===== config.mk =====
export PLATFORM = sky130hd
export DESIGN_NAME = segment_rect_intersect_test_unit
export DESIGN_NICKNAME = d
export VERILOG_FILES = /design/src/srit_pkg.sv /design/src/segment_rect_intersect_test_unit.sv
export SDC_FILE = /design/constraint.sdc
export NUM_CORES = 2
export LEC_CHECK = 0
export BUFFER_PORTS_ARGS = -buffer_cell sky130_fd_sc_hd__clkbuf_2
export CORE_MARGIN = 2
export CORE_UTILIZATION = 40
export CTS_CLUSTER_SIZE = 24
export DETAILED_ROUTE_END_ITERATION = 8
export GPL_TIMING_DRIVEN = 0
export PLACE_DENSITY = 0.64
export SYNTH_ARGS = -nofsm -noshare
export SYNTH_HDL_FRONTEND = slang
export SYNTH_SLANG_ARGS = --single-unit

===== constraint.sdc =====
create_clock -name i_clk -period 8.65 [get_ports i_clk]
set_input_delay 0.865 -clock i_clk [delete_from_list [all_inputs] [get_ports i_clk]]
set_output_delay 0.865 -clock i_clk [all_outputs]
set_load 0.01 [all_outputs]

===== src/srit_pkg.sv =====
// ----------------------------------------------------------------------------
// srit_pkg - segment/rectangle intersect test package
// Shared widths and configuration register indexes.
// ----------------------------------------------------------------------------
`default_nettype none

package srit_pkg;

    localparam int COORD_WIDTH = 16;
    localparam int DIFF_WIDTH  = COORD_WIDTH + 1;
    localparam int PROD_WIDTH  = 2 * DIFF_WIDTH;
    localparam int SUM_WIDTH   = PROD_WIDTH + 1;

    typedef logic signed [COORD_WIDTH-1:0] t_coord;
    typedef logic signed [DIFF_WIDTH-1:0]  t_diff;
    typedef logic signed [PROD_WIDTH-1:0]  t_prod;
    typedef logic signed [SUM_WIDTH-1:0]   t_sum;

    typedef enum logic [1:0] {
        CFG_CLIP_LEFT   = 2'd0,
        CFG_CLIP_TOP    = 2'd1,
        CFG_CLIP_RIGHT  = 2'd2,
        CFG_CLIP_BOTTOM = 2'd3
    } t_cfg_idx;

endpackage

`default_nettype wire


===== src/segment_rect_intersect_test_unit.sv =====
// ----------------------------------------------------------------------------
// segment_rect_intersect_test_unit - segment versus clip rectangle hit test
// Throughput: one item per cycle; start is taken whenever busy is low.
// Four register stages: sort/clip, differences, products, sign combine.
// The receiver cannot stall; results are never held back or dropped.
// Reset (synchronous, active low) clears the clip registers to 0, empties the
// pipeline and holds busy high while asserted.
// ----------------------------------------------------------------------------
`default_nettype none

module segment_rect_intersect_test_unit
    import srit_pkg::*;
(
    input  wire logic        i_clk,
    input  wire logic        i_rst_n,
    // item channel
    input  wire logic        start,
    output logic             busy,
    input  wire t_coord      i_start_x,
    input  wire t_coord      i_start_y,
    input  wire t_coord      i_end_x,
    input  wire t_coord      i_end_y,
    // result strobe
    output logic             o_hit_valid,
    output logic             o_hit,
    // configuration write channel
    input  wire logic        i_cfg_valid,
    output logic             o_cfg_ready,
    input  wire logic [1:0]  i_cfg_index,
    input  wire t_coord      i_cfg_data
);

    // ------------------------------------------------------------------------
    // Clip rectangle registers, to be written by the user only while no item
    // is in flight; not enforced here, so every stage may read them directly.
    // ------------------------------------------------------------------------
    t_coord r_clip_left, r_clip_top, r_clip_right, r_clip_bottom;
    logic   r_busy;

    assign o_cfg_ready = 1'b1;
    assign busy        = r_busy;

    always_ff @(posedge i_clk) begin
        if (!i_rst_n) begin
            r_clip_left   <= '0;
            r_clip_top    <= '0;
            r_clip_right  <= '0;
            r_clip_bottom <= '0;
            r_busy        <= 1'b1;
        end else begin
            r_busy <= 1'b0;
            if (i_cfg_valid && o_cfg_ready) begin
                unique case (t_cfg_idx'(i_cfg_index))
                    CFG_CLIP_LEFT:   r_clip_left   <= i_cfg_data;
                    CFG_CLIP_TOP:    r_clip_top    <= i_cfg_data;
                    CFG_CLIP_RIGHT:  r_clip_right  <= i_cfg_data;
                    CFG_CLIP_BOTTOM: r_clip_bottom <= i_cfg_data;
                endcase
            end
        end
    end

    logic accept;
    assign accept = start && !r_busy;

    // ------------------------------------------------------------------------
    // Stage 1: order endpoints by x, clip the x-span to the rectangle.
    // ------------------------------------------------------------------------
    logic   n1_swap;
    t_coord n1_x1, n1_y1, n1_x2, n1_y2, n1_xa, n1_xb;

    always_comb begin
        n1_swap = i_start_x > i_end_x;
        n1_x1   = n1_swap ? i_end_x   : i_start_x;
        n1_y1   = n1_swap ? i_end_y   : i_start_y;
        n1_x2   = n1_swap ? i_start_x : i_end_x;
        n1_y2   = n1_swap ? i_start_y : i_end_y;
        n1_xa   = (n1_x1 > r_clip_left)  ? n1_x1 : r_clip_left;
        n1_xb   = (n1_x2 < r_clip_right) ? n1_x2 : r_clip_right;
    end

    logic   r1_valid;
    t_coord r1_x1, r1_y1, r1_x2, r1_y2, r1_xa, r1_xb;

    always_ff @(posedge i_clk) begin
        if (!i_rst_n) begin
            r1_valid <= 1'b0;
        end else begin
            r1_valid <= accept;
        end
        r1_x1 <= n1_x1;
        r1_y1 <= n1_y1;
        r1_x2 <= n1_x2;
        r1_y2 <= n1_y2;
        r1_xa <= n1_xa;
        r1_xb <= n1_xb;
    end

    // ------------------------------------------------------------------------
    // Stage 2: differences, empty-span and vertical-segment decisions.
    // ------------------------------------------------------------------------
    t_diff  n2_dx, n2_dy, n2_ea, n2_eb, n2_at, n2_ab;
    logic   n2_empty, n2_vert, n2_vert_hit;
    t_coord n2_lo, n2_hi;

    always_comb begin
        n2_dx    = DIFF_WIDTH'(r1_x2) - DIFF_WIDTH'(r1_x1);
        n2_dy    = DIFF_WIDTH'(r1_y2) - DIFF_WIDTH'(r1_y1);
        n2_ea    = DIFF_WIDTH'(r1_xa) - DIFF_WIDTH'(r1_x1);
        n2_eb    = DIFF_WIDTH'(r1_xb) - DIFF_WIDTH'(r1_x1);
        n2_at    = DIFF_WIDTH'(r1_y1) - DIFF_WIDTH'(r_clip_top);
        n2_ab    = DIFF_WIDTH'(r1_y1) - DIFF_WIDTH'(r_clip_bottom);
        n2_empty = (r1_xa > r1_xb) || (r_clip_top > r_clip_bottom);
        n2_vert  = (r1_x1 == r1_x2);
        n2_lo    = (r1_y1 < r1_y2) ? r1_y1 : r1_y2;
        n2_hi    = (r1_y1 < r1_y2) ? r1_y2 : r1_y1;
        n2_vert_hit = (n2_lo <= r_clip_bottom) && (n2_hi >= r_clip_top);
    end

    logic  r2_valid, r2_empty, r2_vert, r2_vert_hit;
    t_diff r2_dx, r2_dy, r2_ea, r2_eb, r2_at, r2_ab;

    always_ff @(posedge i_clk) begin
        if (!i_rst_n) begin
            r2_valid <= 1'b0;
        end else begin
            r2_valid <= r1_valid;
        end
        r2_empty    <= n2_empty;
        r2_vert     <= n2_vert;
        r2_vert_hit <= n2_vert_hit;
        r2_dx       <= n2_dx;
        r2_dy       <= n2_dy;
        r2_ea       <= n2_ea;
        r2_eb       <= n2_eb;
        r2_at       <= n2_at;
        r2_ab       <= n2_ab;
    end

    // ------------------------------------------------------------------------
    // Stage 3: four 17x17 signed products. The bound terms (y1 - bound) * dx
    // are shared by both clipped x ends.
    // ------------------------------------------------------------------------
    logic  r3_valid, r3_empty, r3_vert, r3_vert_hit;
    t_prod r3_p_top, r3_p_bot, r3_q_a, r3_q_b;

    always_ff @(posedge i_clk) begin
        if (!i_rst_n) begin
            r3_valid <= 1'b0;
        end else begin
            r3_valid <= r2_valid;
        end
        r3_empty    <= r2_empty;
        r3_vert     <= r2_vert;
        r3_vert_hit <= r2_vert_hit;
        r3_p_top    <= r2_at * r2_dx;
        r3_p_bot    <= r2_ab * r2_dx;
        r3_q_a      <= r2_dy * r2_ea;
        r3_q_b      <= r2_dy * r2_eb;
    end

    // ------------------------------------------------------------------------
    // Stage 4: sign of (Y(x) - bound) * dx at each clipped end, with dx > 0.
    // Hit if the line reaches at or below the bottom bound and at or above
    // the top bound somewhere on the clipped span.
    // ------------------------------------------------------------------------
    t_sum n4_top_a, n4_top_b, n4_bot_a, n4_bot_b;
    logic n4_below, n4_above, n4_hit;

    always_comb begin
        n4_top_a = SUM_WIDTH'(r3_p_top) + SUM_WIDTH'(r3_q_a);
        n4_top_b = SUM_WIDTH'(r3_p_top) + SUM_WIDTH'(r3_q_b);
        n4_bot_a = SUM_WIDTH'(r3_p_bot) + SUM_WIDTH'(r3_q_a);
        n4_bot_b = SUM_WIDTH'(r3_p_bot) + SUM_WIDTH'(r3_q_b);
        n4_below = (n4_bot_a <= 0) || (n4_bot_b <= 0);
        n4_above = (n4_top_a >= 0) || (n4_top_b >= 0);
        if (r3_empty) begin
            n4_hit = 1'b0;
        end else if (r3_vert) begin
            n4_hit = r3_vert_hit;
        end else begin
            n4_hit = n4_below && n4_above;
        end
    end

    logic r_hit_valid, r_hit;

    always_ff @(posedge i_clk) begin
        if (!i_rst_n) begin
            r_hit_valid <= 1'b0;
            r_hit       <= 1'b0;
        end else begin
            r_hit_valid <= r3_valid;
            r_hit       <= r3_valid && n4_hit;
        end
    end

    assign o_hit_valid = r_hit_valid;
    assign o_hit       = r_hit;

    // ------------------------------------------------------------------------
    // Assertions
    // ------------------------------------------------------------------------
    a_result_has_item: assert property (@(posedge i_clk) disable iff (!i_rst_n)
        o_hit_valid |-> $past(start && !busy, 4))
        else $error("result strobe without an item accepted four cycles earlier");

    a_hit_needs_rect: assert property (@(posedge i_clk) disable iff (!i_rst_n)
        o_hit |-> (r_clip_left <= r_clip_right) && (r_clip_top <= r_clip_bottom))
        else $error("hit reported against an empty clip rectangle");

    a_empty_span_miss: assert property (@(posedge i_clk) disable iff (!i_rst_n)
        (r3_valid && r3_empty) |=> (o_hit_valid && !o_hit))
        else $error("empty clipped span did not give a miss");

    a_vert_passes: assert property (@(posedge i_clk) disable iff (!i_rst_n)
        (r3_valid && !r3_empty && r3_vert) |=> (o_hit == $past(r3_vert_hit)))
        else $error("vertical segment result lost its span test");

endmodule

`default_nettype wire


Yosys cells after proc, flatten, opt, wreduce, memory -nomap -nowiden
Index checks and enable logic that the tools add are counted.
{"block": "totals", "reg_bits": 410, "input_bits": 86, "output_inout_bits": 4, "wordCells": 86}
{"block": "classes", "addsub": 10, "n_mul": 4, "order_cmp": 12, "eq_ne": 4, "mux": 11, "n_reduce_logical": 13}
{"cell": "$add A34 B34 Y35", "n": 4}
{"cell": "$mul A17 B17 Y34", "n": 4}
{"cell": "$mux W16", "n": 8}
{"cell": "$sub A16 B16 Y17", "n": 6}
{"cell": "$ge A35 B1 Y1 const B", "n": 2}
{"cell": "$le A35 B1 Y1 const B", "n": 2}
{"cell": "$gt A16 B16 Y1", "n": 4}
{"cell": "$lt A16 B16 Y1", "n": 2}
{"cell": "$eq A16 B16 Y1", "n": 1}
{"cell": "$ge A16 B16 Y1", "n": 1}
{"cell": "$le A16 B16 Y1", "n": 1}
{"cell": "$reduce_and A2 Y1", "n": 4}
{"cell": "$eq A2 B2 Y1 const B", "n": 2}
{"cell": "$logic_and A1 B1 Y1", "n": 4}
{"cell": "$logic_or A1 B1 Y1", "n": 3}
{"cell": "$mux W1", "n": 3}
{"cell": "$eq A2 B1 Y1 const B", "n": 1}
{"cell": "$logic_not A2 Y1", "n": 1}
{"cell": "$logic_not A1 Y1", "n": 1}

Longest topological paths before layout
{"block": "depth", "depth_word": 7, "depth_mapped": 26, "mapped_depth_nobuf": 25}

Worst setup path before layout
OpenSTA, ideal clock, no wires.
{"block": "synth_path", "kind": "flip-flop to flip-flop", "start": "register r2_eb[8]", "end": "register r3_q_b[33]", "arrival_time_ps": 6378, "required_ps": 8578, "path_slack_ps": 2199, "stages_incl_launch_ff": 27, "period_less_slack_ps": 6451, "path_cell_list": "dfxtp_1 -> clkbuf_1 -> clkbuf_1 -> nand2_1 -> fa_1 -> inv_1 -> fa_1 -> inv_1 -> fa_1 -> inv_1 -> fa_1 -> fa_1 -> inv_1 -> fa_1 -> inv_1 -> ha_1 -> and3_1 -> a221oi_1 -> o21ai_0 -> or3_1 -> a211oi_1 -> o31a_1 -> o21a_1 -> a21oi_1 -> a21o_1 -> a21oi_1 -> xnor2_1"}
{"block": "synth_between", "elab_chain_cells": 1}
{"element": "start: declaration", "line": "segment_rect_intersect_test_unit.sv:121", "rtl": "t_diff r2_dx, r2_dy, r2_ea, r2_eb, r2_at, r2_ab;"}
{"element": "start signal: assignment", "line": "segment_rect_intersect_test_unit.sv:135", "rtl": "r2_eb <= n2_eb;"}
{"element": "$mul A17 B17 Y34", "line": "segment_rect_intersect_test_unit.sv:159", "rtl": "r3_q_b <= r2_dy * r2_eb;"}
{"element": "end signal: assignment", "line": "segment_rect_intersect_test_unit.sv:159"}
{"element": "end: declaration", "line": "segment_rect_intersect_test_unit.sv:145", "rtl": "t_prod r3_p_top, r3_p_bot, r3_q_a, r3_q_b;"}
No other way between the ends.
A chain may end at the register's enable or synchronous reset.

Worst setup path in the final report
{"block": "layout_path", "start": "register r2_ea[3]", "end": "register r3_q_a[33]"}
{"block": "layout_between", "elab_chain_cells": 1}
{"element": "start: declaration", "line": "segment_rect_intersect_test_unit.sv:121"}
{"element": "start signal: assignment", "line": "segment_rect_intersect_test_unit.sv:134", "rtl": "r2_ea <= n2_ea;"}
{"element": "$mul A17 B17 Y34", "line": "segment_rect_intersect_test_unit.sv:158", "rtl": "r3_q_a <= r2_dy * r2_ea;"}
{"element": "end signal: assignment", "line": "segment_rect_intersect_test_unit.sv:158"}
{"element": "end: declaration", "line": "segment_rect_intersect_test_unit.sv:145"}
No other way between the ends.

==> results.md <==
- Area leader, netlist: fa_1
- Post-route cell area: slightly above 70000 µm²
- Final period util: 95.1%
- Sink Count: a little over 400
- Detailed Routing Iterations Pass 1: 6
- Vias in the first global route: 53300
- RePlAce Congestion: slightly below 1
- DRC: 0
- Outcome: completed
- Initial Util: around two fifths
- Vias/cell: between 5 and 6
- CP Data Required Time: about 9000 ps
- Primary FF master, synth: dfxtp_1
- Cts bufs inserted: 50
- Worst Hold End: r3_vert$_DFF_P_
- Vias: a little over 50000
- Worst rel slew slack: approximately 23%
- Die Ht: about 410 µm
- Global-route wire length before repair: about 320 mm
- Final Slew Violations: 0
- Final hold vios: 0
- Worst Clk Skew: 96.2 ps
- Initial antenna violation count: 21
- Clk Latency, worst-skew pair: approximately 700 ps
- Syn nets: a little over 9000
- Worst flop-to-flop path endpoint: r3_q_a[33]$_DFF_P_
- Initial DRC count: 3622
- Max cap viols: 0
- Period minus WS final: a little over 8000 ps
- Layout cells sized above 1: 3.68%
- PortBufs: between 80 and 90
- Synth Area in XOR/XNOR: between 2 and 3%
- Final setup fails: 0
- Post-synth EDFFs: 0
- Core ar.: 165000 µm²
- Complex-gate fraction of the synthesized area: under 10%
- Main combinational cell family by area after synthesis: adder cells
- Rows: ~150
- Final-layout fill cell count: 16300
- Die width: 411 µm
- Post-synthesis mux area share: under 10%
- Hold path startpoint: r2_vert$_DFF_P_
- Worst EP arrival: 8710 ps
- Post-route antenna net violation count: 0
- Die area: between 150000 and 200000 µm²
- Reg2Reg Launch Point: r2_ea[3]$_DFF_P_
- Highest-count cells in the layout ignoring fill and taps: 1492 x inv_1, 1194 x fa_1, 812 x nand2_1
- Crit. End Element: register
- Hold WC Path Type: reg2reg
- FF-to-FF path depth: 23
- Max Root-Sink Buffers: 3
- Classification of the worst setup path: reg2reg
- Multi-input gate area: 51600 µm²
- Largest net degree at the start of global routing: 17
- HPWL after detailed placement: between 150 and 200 mm
- CTS tree: done
- Post-CTS Setup Inserts: 0
- Slew @ Worst Pin: 1150 ps
- Hold-fix buffers, CTS: 0
- Commonest non-fill, non-tap cell in the layout: inv_1
- Hold Path Cell Cnt: 0
- Tot GR Track Use: roughly a quarter
- CTS root buffer: clkbuf_16
- Residual overflow from global routing: 0
- Area of the mapped netlist: approximately 66000 µm²
- Worst R2R Setup Slack: 420 ps
- Sequential cell area: just over 8000 µm²
- Crit Path Max Fanout: 10
- IO Count: 90
- Synth cell types: a little under 80
- Syn-to-layout area delta: 7.44%
- Simple-Gate Fraction of Synth Area: approximately 16%
- Post-synthesis sequential area ratio: roughly 12%
- Synth area leaders: fa_1 36%, ha_1 13%, dfxtp_1 12%
- Startpoint Class: register
- RSZ-0062 raised after global routing: no
- Top-area cell type share of the netlist area: 36.1%
- Synthesized-area fraction occupied by adder cells: 48.9%
- Fin nets: 9456
- H-Tree Depth: 2
- Synthesis-stage register bit count: 410
- Drt wl/cell: around 21 µm
- Mapped Cells: around 7400
- Yosys warnings: 0
- Peak Freq: between 100 and 150 MHz
- Clk slew on worst S/H paths: about 60 ps
- Final WL: 205 mm
- Setup TNS: 0 ps
- Asr flop ratio synth: 0%
- Post-DP Area: around 70000 µm²
- Post-Syn Area per Cell: between 9 and 10 µm²
## layout make-up
cell class / count / area share, %
Clock buffer: 62 / 1.89
Sequential cell: 410 / 11.5
Buffer: 234 / 1.25
Timing Repair Buffer: 88 / 0.618
Multi-Input combinational cell: 5217 / 72.5
Clock inverter: 30 / 0.527
Tap cell: 2189 / 3.85
Inverter: 1493 / 7.87
Antenna cell: 4 / 0.0141
## state kept, by name, indices dropped and copies added, names as in the netlist, 17 cells and up
name,flops
r2_ab,17
r2_at,17
r2_dx,17
r2_dy,17
r2_ea,17
r2_eb,17
r3_p_bot,34
r3_p_top,34
r3_q_a,34
r3_q_b,34
## worst max-delay path, stage by stage (launching register included)
cell and delay [ps]:
dfxtp_1 740, buf_1 490, nand2_1 160, fa_1 520, fa_1 510, fa_1 540
fa_1 560, inv_1 50, fa_1 470, inv_1 50, fa_1 470, inv_1 40
ha_1 340, a21oi_1 300, o21ai_0 180, a21o_1 200, a21oi_1 250, o21ai_0 280
o41ai_2 570, o21a_1 290, o21ai_0 170, a41oi_1 340, a21oi_1 150, xnor2_1 390
## cells by family (layout without fill, tap and decap cells)
| kind of cell | Yosys count | after routing |
|---|---|---|
| AO/OA/AOI/OAI | 930 | 930 |
| XOR/XNOR | 210 | 210 |
| adder cells (fa/ha/maj) | 1876 | 1876 |
| buffers and inverters | 1728 | 1907 |
| flip-flops | 410 | 410 |
| multiplexers | 95 | 95 |
| other | 1 | 5 |
| AND/OR/NAND/NOR | 2105 | 2105 |
## worst max path at each step
stage,startpoint,end,cells past startpoint
2_1_floorplan,r2_eb[8]$_DFF_P_,r3_q_b[33]$_DFF_P_,26
3_3_place_gp,r2_dy[10]$_DFF_P_,r3_q_a[33]$_DFF_P_,23
3_5_place_dp,r2_dy[10]$_DFF_P_,r3_q_a[33]$_DFF_P_,23
4_1_cts,r2_dy[10]$_DFF_P_,r3_q_a[32]$_DFF_P_,23
5_1_grt,r2_ea[2]$_DFF_P_,r3_q_a[33]$_DFF_P_,23
6_report,r2_ea[3]$_DFF_P_,r3_q_a[33]$_DFF_P_,23
## synth_stat cells, types with 18 or more instances
library cell / instances
inv_1: 1492
fa_1: 1194
nand2_1: 812
ha_1: 682
and2_1: 596
dfxtp_1: 410
a21oi_1: 296
nor2_1: 272
clkbuf_1: 228
o21ai_0: 212
xnor2_1: 179
a21o_1: 81
nand3_1: 71
nor2b_1: 65
mux2_2: 64
nand2b_1: 63
nor3_1: 57
o21a_1: 54
nand4_1: 52
a21boi_0: 31
xor2_1: 31
a211oi_1: 25
o21bai_1: 24
nor4_1: 22
or3_1: 22
o211ai_1: 21
a31oi_1: 20
and3_1: 19
o2111ai_1: 18
## per-layer routing
layer / track usage [%] / vias to the layer above / wire length [µm]
met5: 0 / - / 125
met4: 11.0 / 22 / 11000
met3: 4.81 / 459 / 16800
met2: 40.0 / 1873 / 93400
met1: 31.7 / 25400 / 83800
li1: - / 23200 / -
## metrics by stage
step	hold WS [ps]	instances	setup slack (ps)	util (%)
finish	288	9727	424	43.2
global route	291	9723	0.0329	43.2
CTS	279	9724	6.34	43.2
detailed placement	323	9632	49.8	42.2
global placement	323	9632	133	42.2
floorplan	310	7355	2200	-
## repair_timing
action / CTS / global route
setup endpoints to repair: 0 / 4
hold endpoints to repair: 0 / 0
gates resized for setup: 0 / 10
Power is not shown: default switching activity piles up to over one toggle a cycle in this logic, so the estimate is an artifact.
